`src/hdl/e2u_pkg.sv`:
```
// Shared types, constants and month-length table for the epoch to UTC calendar block.
package e2u_pkg;

    localparam logic [11:0] BASE_YEAR    = 12'd1970;
    // 1970 mod 4, mod 100 and mod 400
    localparam logic [1:0]  BASE_MOD4    = 2'd2;
    localparam logic [6:0]  BASE_MOD100  = 7'd70;
    localparam logic [8:0]  BASE_MOD400  = 9'd370;
    localparam logic [6:0]  MOD100_LAST  = 7'd99;
    localparam logic [8:0]  MOD400_LAST  = 9'd399;

    localparam logic [6:0]  DIV_60       = 7'd60;
    localparam logic [6:0]  DIV_24       = 7'd24;

    // Reciprocals, exact for any 32-bit dividend:
    // n / 60 = (n * RECIP_60) >> 37, n / 24 = ((n >> 3) * RECIP_3) >> 33
    localparam logic [31:0] RECIP_60     = 32'h8888_8889;
    localparam logic [31:0] RECIP_3      = 32'hAAAA_AAAB;

    localparam logic [8:0]  DAYS_LEAP    = 9'd366;
    localparam logic [8:0]  DAYS_COMMON  = 9'd365;
    localparam logic [3:0]  LAST_MONTH   = 4'd11;
    localparam logic [3:0]  FEB          = 4'd1;

    typedef enum logic [3:0] {
        ST_IDLE,
        ST_DIV_SEC,
        ST_CAP_SEC,
        ST_DIV_MIN,
        ST_CAP_MIN,
        ST_DIV_HR,
        ST_CAP_HR,
        ST_YEARS,
        ST_MONTHS,
        ST_OUT
    } state_t;

    typedef enum logic [3:0] {
        OP_NONE,
        OP_LOAD,
        OP_DIV60,
        OP_DIV24,
        OP_CAP_SEC,
        OP_CAP_MIN,
        OP_CAP_HR,
        OP_YEAR,
        OP_MONTH
    } dp_op_t;

    typedef struct packed {
        dp_op_t op;
    } dp_cmd_t;

    typedef struct packed {
        logic year_done;
        logic month_done;
    } dp_status_t;

    // Zero-based month index, February stretched in leap years
    function automatic logic [4:0] month_days(input logic [3:0] m, input logic leap);
        logic [4:0] d;
        begin
            case (m)
                4'd0:    d = 5'd31;
                4'd1:    d = leap ? 5'd29 : 5'd28;
                4'd2:    d = 5'd31;
                4'd3:    d = 5'd30;
                4'd4:    d = 5'd31;
                4'd5:    d = 5'd30;
                4'd6:    d = 5'd31;
                4'd7:    d = 5'd31;
                4'd8:    d = 5'd30;
                4'd9:    d = 5'd31;
                4'd10:   d = 5'd30;
                4'd11:   d = 5'd31;
                default: d = 5'd31;
            endcase
            return d;
        end
    endfunction

endpackage

```
`src/hdl/e2u_ctrl.sv`:
```
// Sequencer that steps the datapath through division, year and month phases.
module e2u_ctrl
    import e2u_pkg::*;
(
    input  logic       clk,
    input  logic       rst_n,
    input  logic       start,
    input  dp_status_t status,
    output dp_cmd_t    cmd,
    output logic       busy,
    output logic       done
);

    state_t     state_reg, state_next;

    always_ff @(posedge clk or negedge rst_n)
    begin
        if (!rst_n)
        begin
            state_reg <= ST_IDLE;
        end
        else
        begin
            state_reg <= state_next;
        end
    end

    always_comb
    begin
        state_next = state_reg;
        cmd.op     = OP_NONE;
        busy       = 1'b1;
        done       = 1'b0;
        case (state_reg)
            ST_IDLE:
            begin
                busy = 1'b0;
                if (start)
                begin
                    cmd.op     = OP_LOAD;
                    state_next = ST_DIV_SEC;
                end
            end
            ST_DIV_SEC:
            begin
                cmd.op     = OP_DIV60;
                state_next = ST_CAP_SEC;
            end
            ST_CAP_SEC:
            begin
                cmd.op     = OP_CAP_SEC;
                state_next = ST_DIV_MIN;
            end
            ST_DIV_MIN:
            begin
                cmd.op     = OP_DIV60;
                state_next = ST_CAP_MIN;
            end
            ST_CAP_MIN:
            begin
                cmd.op     = OP_CAP_MIN;
                state_next = ST_DIV_HR;
            end
            ST_DIV_HR:
            begin
                cmd.op     = OP_DIV24;
                state_next = ST_CAP_HR;
            end
            ST_CAP_HR:
            begin
                cmd.op     = OP_CAP_HR;
                state_next = ST_YEARS;
            end
            ST_YEARS:
            begin
                cmd.op = OP_YEAR;
                if (status.year_done)
                    state_next = ST_MONTHS;
            end
            ST_MONTHS:
            begin
                cmd.op = OP_MONTH;
                if (status.month_done)
                    state_next = ST_OUT;
            end
            ST_OUT:
            begin
                done       = 1'b1;
                state_next = ST_IDLE;
            end
            default:
            begin
                state_next = ST_IDLE;
            end
        endcase
    end

endmodule

```
`src/hdl/e2u_dpath.sv`:
```
// Datapath: reciprocal constant divider, year and month subtractors, result registers.
module e2u_dpath
    import e2u_pkg::*;
(
    input  logic        clk,
    input  logic        rst_n,
    input  dp_cmd_t     cmd,
    input  logic [31:0] epoch_seconds,
    output dp_status_t  status,
    output logic        not_set,
    output logic [11:0] year,
    output logic [3:0]  month,
    output logic [4:0]  day_of_month,
    output logic [4:0]  hour,
    output logic [5:0]  minute,
    output logic [5:0]  second
);

    logic [31:0] num_reg;
    logic [30:0] prod_reg;
    logic        zero_reg;
    logic [5:0]  sec_reg;
    logic [5:0]  min_reg;
    logic [4:0]  hr_reg;
    logic [15:0] days_reg;
    logic [11:0] year_reg;
    logic [1:0]  mod4_reg;
    logic [6:0]  mod100_reg;
    logic [8:0]  mod400_reg;
    logic [3:0]  mon_reg;

    logic [31:0] mul_a;
    logic [31:0] mul_k;
    logic [26:0] q60;
    logic [30:0] q24;
    logic        leap;
    logic [8:0]  year_len;
    logic [4:0]  mon_len;
    logic        year_fits;
    logic        mon_fits;

    // One shared 32x32 multiplier; /24 is done as (n >> 3) / 3
    assign mul_a     = (cmd.op == OP_DIV24) ? {3'd0, num_reg[31:3]} : num_reg;
    assign mul_k     = (cmd.op == OP_DIV24) ? RECIP_3 : RECIP_60;
    // prod_reg holds product bits 63:33
    assign q60       = prod_reg[30:4];
    assign q24       = prod_reg;

    assign leap      = ((mod4_reg == 2'd0) && (mod100_reg != 7'd0)) || (mod400_reg == 9'd0);
    assign year_len  = leap ? DAYS_LEAP : DAYS_COMMON;
    assign mon_len   = month_days(mon_reg, leap);
    assign year_fits = (days_reg >= {7'd0, year_len});
    assign mon_fits  = (days_reg >= {11'd0, mon_len}) && (mon_reg != LAST_MONTH);

    assign status.year_done  = !year_fits;
    assign status.month_done = !mon_fits;

    // Payload registers, no reset needed
    always_ff @(posedge clk)
    begin
        case (cmd.op)
            OP_LOAD:
            begin
                num_reg <= epoch_seconds;
            end
            OP_DIV60, OP_DIV24:
            begin
                prod_reg <= 31'(({32'd0, mul_a} * {32'd0, mul_k}) >> 33);
            end
            OP_CAP_SEC:
            begin
                sec_reg <= 6'(num_reg - {5'd0, q60} * {25'd0, DIV_60});
                num_reg <= {5'd0, q60};
            end
            OP_CAP_MIN:
            begin
                min_reg <= 6'(num_reg - {5'd0, q60} * {25'd0, DIV_60});
                num_reg <= {5'd0, q60};
            end
            OP_CAP_HR:
            begin
                hr_reg     <= 5'(num_reg - {1'b0, q24} * {25'd0, DIV_24});
                days_reg   <= q24[15:0];
                year_reg   <= BASE_YEAR;
                mod4_reg   <= BASE_MOD4;
                mod100_reg <= BASE_MOD100;
                mod400_reg <= BASE_MOD400;
                mon_reg    <= '0;
            end
            OP_YEAR:
            begin
                if (year_fits)
                begin
                    days_reg   <= days_reg - {7'd0, year_len};
                    year_reg   <= year_reg + 12'd1;
                    mod4_reg   <= mod4_reg + 2'd1;
                    mod100_reg <= (mod100_reg == MOD100_LAST) ? 7'd0 : mod100_reg + 7'd1;
                    mod400_reg <= (mod400_reg == MOD400_LAST) ? 9'd0 : mod400_reg + 9'd1;
                end
            end
            OP_MONTH:
            begin
                if (mon_fits)
                begin
                    days_reg <= days_reg - {11'd0, mon_len};
                    mon_reg  <= mon_reg + 4'd1;
                end
            end
            default:
            begin
            end
        endcase
    end

    always_ff @(posedge clk or negedge rst_n)
    begin
        if (!rst_n)
            zero_reg <= 1'b0;
        else if (cmd.op == OP_LOAD)
            zero_reg <= (epoch_seconds == 32'd0);
    end

    assign not_set      = zero_reg;
    assign year         = zero_reg ? 12'd0 : year_reg;
    assign month        = zero_reg ? 4'd0  : mon_reg + 4'd1;
    assign day_of_month = zero_reg ? 5'd0  : days_reg[4:0] + 5'd1;
    assign hour         = zero_reg ? 5'd0  : hr_reg;
    assign minute       = zero_reg ? 6'd0  : min_reg;
    assign second       = zero_reg ? 6'd0  : sec_reg;

endmodule

```
`src/hdl/epoch_to_utc_calendar_top.sv`:
```
// Top level of the Unix epoch to UTC calendar converter.
// Sequence from the accepting edge to done: three divisions (multiply and capture for
//   /60, /60, /24), a walk over the years past 1970, then a walk over the months passed.
// Requests: one at a time; busy stays high through the done cycle, so a new request is
//   taken only after done. Result shows for the one cycle done is high.
// Reset: rst_n asynchronously returns the sequencer to idle; done is low during reset.
module epoch_to_utc_calendar_top
    import e2u_pkg::*;
(
    input  logic        clk,
    input  logic        rst_n,
    input  logic        start,
    output logic        busy,
    input  logic [31:0] epoch_seconds,
    output logic        done,
    output logic        not_set,
    output logic [11:0] year,
    output logic [3:0]  month,
    output logic [4:0]  day_of_month,
    output logic [4:0]  hour,
    output logic [5:0]  minute,
    output logic [5:0]  second
);

    // Command from sequencer to datapath, one op per cycle
    dp_cmd_t    cmd;
    // Loop termination flags back from the datapath
    dp_status_t status;

    // Sequencer: load, three constant divisions (/60, /60, /24), year walk, month walk
    e2u_ctrl u_ctrl (
        .clk    (clk),
        .rst_n  (rst_n),
        .start  (start),
        .status (status),
        .cmd    (cmd),
        .busy   (busy),
        .done   (done)
    );

    // Datapath: each division is a registered reciprocal multiply, then a capture
    // step that takes quotient and remainder; then one year or one month is
    // subtracted per cycle from the day count.
    // Leap years are tracked with running mod 4/100/400 counters.
    e2u_dpath u_dpath (
        .clk           (clk),
        .rst_n         (rst_n),
        .cmd           (cmd),
        .epoch_seconds (epoch_seconds),
        .status        (status),
        .not_set       (not_set),
        .year          (year),
        .month         (month),
        .day_of_month  (day_of_month),
        .hour          (hour),
        .minute        (minute),
        .second        (second)
    );

endmodule

```
`config.mk`:
```
export PLATFORM = sky130hd
export DESIGN_NAME = epoch_to_utc_calendar_top
export DESIGN_NICKNAME = d
export VERILOG_FILES = /design/src/hdl/e2u_pkg.sv /design/src/hdl/e2u_ctrl.sv /design/src/hdl/e2u_dpath.sv /design/src/hdl/epoch_to_utc_calendar_top.sv
export SDC_FILE = /design/constraint.sdc
export NUM_CORES = 1
export LEC_CHECK = 0
export ABC_CLOCK_PERIOD_IN_PS = 18500
export BUFFER_PORTS_ARGS = -buffer_cell sky130_fd_sc_hd__clkbuf_2
export CORE_AREA = 2 2 228 230
export CTS_BUF_LIST = sky130_fd_sc_hd__clkbuf_8
export CTS_CLUSTER_SIZE = 40
export DETAILED_ROUTE_END_ITERATION = 7
export DIE_AREA = 0 0 230 232
export PLACE_DENSITY_LB_ADDON = 0.15
export SLEW_MARGIN = 20
export SYNTH_ARGS = -nofsm -noshare
export SYNTH_HDL_FRONTEND = slang
export SYNTH_SLANG_ARGS = --single-unit
```
`constraint.sdc`:
```
create_clock -name clk -period 18.5 [get_ports clk]
set_input_delay 2.775 -clock clk [delete_from_list [all_inputs] [get_ports clk]]
set_output_delay 2.775 -clock clk [all_outputs]
set_load 0.005 [all_outputs]
```
After elaboration in Yosys (flattened, before gate mapping)
Cells that the tools add are included.
{"block": "totals", "register_bits": 135, "inputBits": 35, "out_inout_bits": 41, "word_cells": 113}
{"block": "op_classes", "addsub": 10, "multipliers": 3, "n_lt_le_gt_ge": 2, "eq_ne": 30, "muxes": 35, "reduce_logical": 20}
{"operator": "32-bit by 32-bit multiplier with 64-bit output", "count": 1}
{"operator": "32-bit case mux with 2 select lines", "count": 1}
{"operator": "16-bit case mux with 3 select lines", "count": 1}
{"operator": "4-bit by 3-bit == test with 1-bit output (second input constant)", "count": 9}
{"operator": "4-bit case mux with 9 select lines", "count": 1}
{"operator": "32-bit logical NOT", "count": 1}
{"operator": "16-bit two-way mux", "count": 2}
{"operator": "32-bit two-way mux", "count": 1}
{"operator": "4-bit case mux with 8 select lines", "count": 1}
{"operator": "31-bit by 2-bit multiplier with 2-bit output (second input constant)", "count": 1}
{"operator": "30-bit two-way mux", "count": 1}
{"operator": "27-bit by 4-bit multiplier with 4-bit output (second input constant)", "count": 1}
{"operator": "12-bit two-way mux", "count": 2}
{"operator": "12-bit case mux with 2 select lines", "count": 1}
{"operator": "4-bit by 2-bit == test with 1-bit output (second input constant)", "count": 5}
{"operator": "4-bit == test (second input constant)", "count": 5}
{"operator": "4-bit two-way mux", "count": 5}
{"operator": "9-bit two-way mux", "count": 2}
{"operator": "9-bit case mux with 2 select lines", "count": 1}
{"operator": "16-bit by 5-bit >= comparator with 1-bit output", "count": 1}
{"operator": "16-bit by 9-bit >= comparator with 1-bit output", "count": 1}
{"operator": "16-bit by 5-bit subtractor with 16-bit output", "count": 1}
{"operator": "16-bit by 9-bit subtractor with 16-bit output", "count": 1}
{"operator": "7-bit two-way mux", "count": 2}
{"operator": "other kinds (34)", "count": 52}

Longest topological paths before layout
Gate-level depths: netlist of run 1.
{"block": "depth", "ltp_word": 9, "ltp_mapped": 32, "ltp_nobuf": 29}

Hierarchy
A second synthesis of run 1 with hierarchy kept.
{"block": "hier_totals", "hier_cells": 2632, "area_unflattened_um2": 25421.9}
{"mod": "e2u_dpath", "n_inst": 1, "cells_per_inst": 2600, "area_each_um2": 25140.4, "seq_area_each_um2": 3928.8}
{"mod": "e2u_ctrl", "n_inst": 1, "cells_per_inst": 32, "area_each_um2": 281.5, "seq_area_each_um2": 100.1}

Worst setup path before layout of run 1
No wires, ideal clock.
{"block": "synth_path", "path_type": "flip-flop to flip-flop", "start": "register u_ctrl.state_reg[0]", "end": "register u_dpath.prod_reg[30], data pin", "setup_ps": 270, "arrival_ps": 7644, "required_ps": 18230, "slack_ps": 10587, "path_stages_with_launch": 30, "path_buffers": 5, "synth_period_minus_slack_ps": 7913, "cell_sequence": "dfrtp_1 buf_2 clkinv_1 or3_1 clkbuf_1 buf_1 clkbuf_1 nand2_1 nand2_1 ha_1 inv_1 fa_1 fa_1 fa_1 inv_1 fa_1 fa_1 fa_1 inv_1 fa_1 inv_1 ha_1 clkbuf_1 a21o_1 nor4_1 o2111ai_2 nand2_2 o221ai_2 a2111oi_0 nor3b_1"}
{"block": "synth_between", "elab_chain_cells": 6, "elab_cells_between_ends": 15, "cone_classes": "mul: 1; eq/ne: 9; mux: 3; reduce/logical: 2"}
{"item": "start, declared", "line": "e2u_ctrl.sv:14", "source": "state_t state_reg, state_next;"}
{"item": "start signal, assigned", "line": "e2u_ctrl.sv:24", "source": "state_reg <= state_next;"}
{"item": "4-bit by 1-bit == test with 1-bit output / 4-bit by 2-bit == test with 1-bit output (equally long branches)", "line": "e2u_ctrl.sv:34", "source": "case (state_reg)"}
{"item": "2-bit OR reduction (no line)"}
{"item": "4-bit case mux with 8 select lines *", "line": "e2u_ctrl.sv:34"}
{"item": "4-bit by 2-bit == test with 1-bit output *", "line": "e2u_dpath.sv:43, e2u_dpath.sv:44"}
{"item": "32-bit two-way mux / 30-bit two-way mux (equally long branches)", "line": "e2u_dpath.sv:43, e2u_dpath.sv:44"}
{"item": "32-bit by 32-bit multiplier with 64-bit output *", "line": "e2u_dpath.sv:68", "source": "prod_reg <= 31'(({32'd0, mul_a} * {32'd0, mul_k}) >> 33);"}
{"item": "end signal, assigned", "line": "e2u_dpath.sv:68"}
{"item": "end, declared", "line": "e2u_dpath.sv:20", "source": "logic [30:0] prod_reg;"}
Every way passes the cells marked *; elsewhere a longest branch is shown, timed or not.
A chain may end at the register's enable or synchronous reset.

Worst setup path in the final report of run 1
{"block": "layout_path", "start": "register u_ctrl.state_reg[3]", "end": "register u_dpath.prod_reg[23], data pin"}
Same word-level chain as after synthesis.

==> summary.txt, run 1 <==
Core Area -> 0.0509 mm²
GRT Overall Usage -> 31.0%
post-CTS resize count -> 0
Final period util -> 50.6%
Cells after Synth -> 2,593
Via density -> 5.47
clock tree root driver cell -> clkbuf_8
most used cell, CP -> fa_1
clk_skew -> 0.0176 ns
CTS Sinks -> 135
fmax -> 107 MHz
synth warn -> 0
Synth Area per Inst -> 9.71 µm²
num rows -> 83
flops & latches, synth -> 135
Synth async-reset ratio -> 3.70%
hold path startpoint -> u_dpath.num_reg[2]
area grow syn2layout -> 6.27%
Antenna diodes -> 0
Final setup viols -> 0
CP max stage cell -> nor2_1
largest net degree at the start of global routing -> 55
crit path buf inv count -> 4
crit path time final -> 9.36 ns
Die ar. -> 0.0534 mm²
die height -> 232 µm
initial DRC count -> 1,325
most common cell after layout, fill and taps aside -> inv_1
max reg flops -> 32
Req. time, crit path -> 18.69 ns
Critical Path AT -> 9.55 ns
register area share after synthesis -> 16.0%
TritonCTS clock tree -> done
DRC violations left -> 0
Crit. End Element -> register
most frequent cells in the layout -> inv_1 (684), ha_1 (400), fa_1 (390)
area of the mapped netlist -> 0.0252 mm²
Sum Neg Setup Slack -> 0 ns
Ports -> 76
EDFF count, synth -> 130
Port Buffers -> 75
Worst-Skew Late Latency -> 0.46 ns
Tightest Pin Transition -> 1.06 ns
Inserted Clock Buffers -> 17
crit path launch -> u_ctrl.state_reg[3]
H-tree depth -> 4
relative slew slack -> 28.9%
# hold bufs at CTS -> 0
via count -> 18,300
Worst-path clk slew -> 0.09 ns
Post-CTS Setup Repair Bufs -> 0
RSZ-0062 raised after global routing -> no
drt wl/cell -> 24.1 µm
initial antenna violation count -> 0
max cap viols -> 0
Worst path top cell family by delay -> adder cells
Clock Tree Buf Depth -> 2
Post-synth top flop -> edfxtp_1
type of the worst setup path -> register to register
post-synth cell types -> 74
Slew Viols, Final -> 0
nets -> 3,482
drt first pass iters -> 7
Startpoint Class -> register
Routed Antenna Nets -> 0
fraction of layout cells with a size suffix above 1 -> 6.52%
Post-DP HPWL -> 72,100 µm
Final Routed Wirelength -> 80,700 µm
status -> completed
Die X -> 230 µm
CP peak stage delay -> 0.78 ns
global route overflow -> 0
vias in the first global route -> 19,300
worst min path class -> register to register
Fin. Hold Viols -> 0
r2r startpoint -> u_ctrl.state_reg[3]
first-pass GRT wire length -> 121,000 µm
Final Util -> 52.6%
Final GP Congestion -> 1.07
Starting Density -> 49.5%
CP max FO -> 31
-- stage by stage --
step	instances	cell area (µm²)	hold WS, ns	setup slack (ns)
final	3350	26800	0.489	9.14
after global routing	3350	26800	0.510	8.67
after CTS	3350	26700	0.483	9.08
after detailed placement	3318	26400	0.462	9.10
after global placement	3318	26400	0.457	9.15
after floorplan	2608	25200	0.426	10.59
-- worst paths after layout --
| check | slack [ns] | end | cells after the start |
|---|---|---|---|
| setup / recovery | 9.14 | u_dpath.prod_reg[23] | 27 |
| min in group asynchronous | 2.15 | u_dpath.not_set | 1 |
| setup reg to reg | 9.14 | u_dpath.prod_reg[23] | 27 |
| hold reg to reg | 0.49 | u_dpath.hr_reg[2] | 0 |
| hold / removal | 0.49 | u_dpath.hr_reg[2] | 0 |
| max in group asynchronous | 16.18 | u_dpath.not_set | 1 |
-- layout make-up --
class	instances	area, µm²
Clock inverter	15	146
Timing Repair Buffer	85	450
Sequential cell	135	4030
Tap cell	680	851
Fill cell	4796	24100
Clock buffer	17	234
Multi-Input combinational cell	1733	18500
Inverter	685	2570
-- routing by layer --
layer / share of wire (%) / GRT usage, % / wire length [µm]
met5: 0 / 0 / 0
met4: 4.0 / 10.7 / 3250
met3: 5.3 / 4.65 / 4260
met2: 48 / 52.4 / 39000
met1: 42 / 40.6 / 34100
-- worst reg2reg max path, stage by stage, from the launching register on --
cell and delay [ns]:
dfrtp_1 0.55, nand2b_1 0.37, or3_1 0.37, buf_4 0.26, nor2_1 0.79, a21o_1 0.34, ha_1 0.37, xor2_1 0.36
ha_1 0.21, nor2_1 0.08, fa_1 0.53, inv_1 0.06, fa_1 0.49, fa_1 0.44, fa_1 0.40, fa_1 0.51
inv_1 0.06, fa_1 0.49, inv_1 0.04, ha_1 0.43, nand4_1 0.17, nor4_1 0.57, nand4_1 0.15, a21oi_1 0.37
o31a_1 0.27, a21oi_1 0.14, a21oi_1 0.20, xor2_1 0.10
-- cell usage after synthesis, drive strengths merged, types with 19 or more instances --
cell type / count / area [µm²]
edfxtp: 130 / 3900
xnor2: 58 / 508
mux2: 29 / 327
ha: 400 / 5000
nand3: 28 / 145
nor3: 19 / 100
nor2b: 43 / 269
o21ai: 71 / 355
clkbuf: 49 / 184
and2: 25 / 156
nor2: 96 / 363
nand2: 154 / 581
fa: 390 / 7810
inv: 684 / 2570
and3: 42 / 263
a21o: 19 / 143
a21oi: 110 / 551
xor2: 41 / 359
nand4: 26 / 163
-- logic make-up (layout without fill, tap and decap cells) --
kind of cell               count (synthesis)  in the layout  share of synthesized area, %
AOI/OAI and AO/OA                        304            304                          7.49
xor gates and xnor gates                  99             99                          3.44
adders and majority gates                790            790                          50.9
buffers and inverters                    740            802                          11.1
DFF                                      135            135                          16.0
muxes                                     31             31                          1.38
other                                      2             17                        0.0298
and+or+nand+nor                          492            492                          9.71
Power of run 1 is left out: the tool's default activity adds up to more than one toggle a clock period on the data nets, which glitch-free logic cannot reach.
==> run 2: changes to the inputs <==
--- a/config.mk
+++ b/config.mk
@@ -5,7 +5,7 @@
 export SDC_FILE = /design/constraint.sdc
 export NUM_CORES = 1
 export LEC_CHECK = 0
-export ABC_CLOCK_PERIOD_IN_PS = 18500
+export ABC_CLOCK_PERIOD_IN_PS = 8700
 export BUFFER_PORTS_ARGS = -buffer_cell sky130_fd_sc_hd__clkbuf_2
 export CORE_AREA = 2 2 228 230
 export CTS_BUF_LIST = sky130_fd_sc_hd__clkbuf_8
==> constraint.sdc (replaced) <==
create_clock -name clk -period 8.7 [get_ports clk]
set_input_delay 1.305 -clock clk [delete_from_list [all_inputs] [get_ports clk]]
set_output_delay 1.305 -clock clk [all_outputs]
set_load 0.005 [all_outputs]
==> summary.txt, run 2 (synthesis results as in run 1) <==
largest net degree at the start of global routing -> 55
Final setup viols -> 0
nets -> 3,519
Worst-Skew Late Latency -> 0.46 ns
Clock Tree Buf Depth -> 2
Routed Antenna Nets -> 0
hold path cells -> 0
Starting Density -> 49.5%
Req. time, crit path -> 8.91 ns
Final period util -> 96.6%
initial DRC count -> 1,395
CP max FO -> 54
status -> completed
Core Area -> 0.0509 mm²
Critical Path AT -> 8.61 ns
num rows -> 83
Die X -> 230 µm
cells on worst reg2reg path -> 28
TritonCTS clock tree -> done
worst min path class -> register to register
most common cell after layout, fill and taps aside -> inv_1
vias in the first global route -> 19,300
post-route design area -> 0.0270 mm²
worst slack, placed -> 0.225 ns
Worst-path clk slew -> 0.08 ns
most used cell, CP -> fa_1
clock tree root driver cell -> clkbuf_8
Post-DP HPWL -> 72,700 µm
Final Routed Wirelength -> 80,700 µm
Final GP Congestion -> 1.01
Inserted Clock Buffers -> 17
initial antenna violation count -> 1
Crit. End Element -> register
type of the worst setup path -> register to register
crit path time final -> 8.41 ns
post-CTS resize count -> 0
via count -> 18,500
Fin. Hold Viols -> 0
GRT Overall Usage -> 30.9%
Ports -> 76
fraction of layout cells with a size suffix above 1 -> 7.98%
fmax -> 119 MHz
Via density -> 5.46
clk_skew -> 0.0136 ns
first-pass GRT wire length -> 120,000 µm
DRC violations left -> 0
# hold bufs at CTS -> 0
die height -> 232 µm
global route overflow -> 0
Die ar. -> 0.0534 mm²
max cap viols -> 0
CP peak stage delay -> 0.55 ns
Post-CTS Setup Repair Bufs -> 0
drt first pass iters -> 6
CP max stage cell -> fa_1
final worst slack -> 0.294 ns
Slew Viols, Final -> 0
Port Buffers -> 75
Fin Hold WS -> 0.502 ns
placed cell areas -> 0.0267 mm²
most frequent cells in the layout -> inv_1 (684), ha_1 (400), fa_1 (390)
CTS Sinks -> 135
relative slew slack -> 37.3%
max reg flops -> 32
H-tree depth -> 4
area grow syn2layout -> 7.40%
Startpoint Class -> register
Tightest Pin Transition -> 0.938 ns
drt wl/cell -> 23.8 µm
[run 2: routing by layer]
layer	track usage (%)	part of all wire [%]	up-vias
li1	-	-	8479
met1	41.2	43	9357
met2	51.8	48	556
met3	2.55	4.4	118
met4	13.2	5.0	0
met5	0	0	-
[run 2: final timing paths]
kind / slack [ns] / start / endpoint
hold / removal: 0.50 / u_dpath.num_reg[2] / u_dpath.hr_reg[2]
min in group asynchronous: 0.66 / rst_n / u_dpath.not_set
hold reg to reg: 0.50 / u_dpath.num_reg[2] / u_dpath.hr_reg[2]
setup / recovery: 0.29 / u_ctrl.state_reg[3] / u_dpath.prod_reg[23]
max in group asynchronous: 7.87 / rst_n / u_ctrl.state_reg[0]
setup reg to reg: 0.29 / u_ctrl.state_reg[3] / u_dpath.prod_reg[23]
[run 2: critical path: cells and delay by family, from the launching register on]
kind | cells | cell delay, ns
AND/OR/NAND/NOR | 5 | 1.22
adder cells (fa/ha/maj) | 9 | 4.13
AO/OA/AOI/OAI | 5 | 1.09
flip-flops | 1 | 0.39
buffers and inverters | 8 | 1.15
XOR/XNOR | 1 | 0.09
[run 2: layout make-up]
| cell class | count | area, µm² |
|---|---|---|
| tap | 680 | 851 |
| timing repair buffer | 122 | 753 |
| inverter | 685 | 2570 |
| clock inverter | 15 | 103 |
| multi-input combinational | 1733 | 18500 |
| fill | 4733 | 23800 |
| clock buffer | 17 | 234 |
| sequential | 135 | 4030 |
| antenna | 1 | 2.50 |
[run 2: stage by stage]
| stage | util (%) | setup TNS, ns | cells |
|---|---|---|---|
| global route | 53.1 | -0.00323 | 3387 |
| CTS | 53.1 | 0 | 3387 |
| finish | 53.1 | 0 | 3388 |
| floorplan | - | 0 | 2608 |
| global placement | 52.4 | 0 | 3355 |
| detailed placement | 52.4 | 0 | 3355 |
Power of run 2 is left out for the same reason.
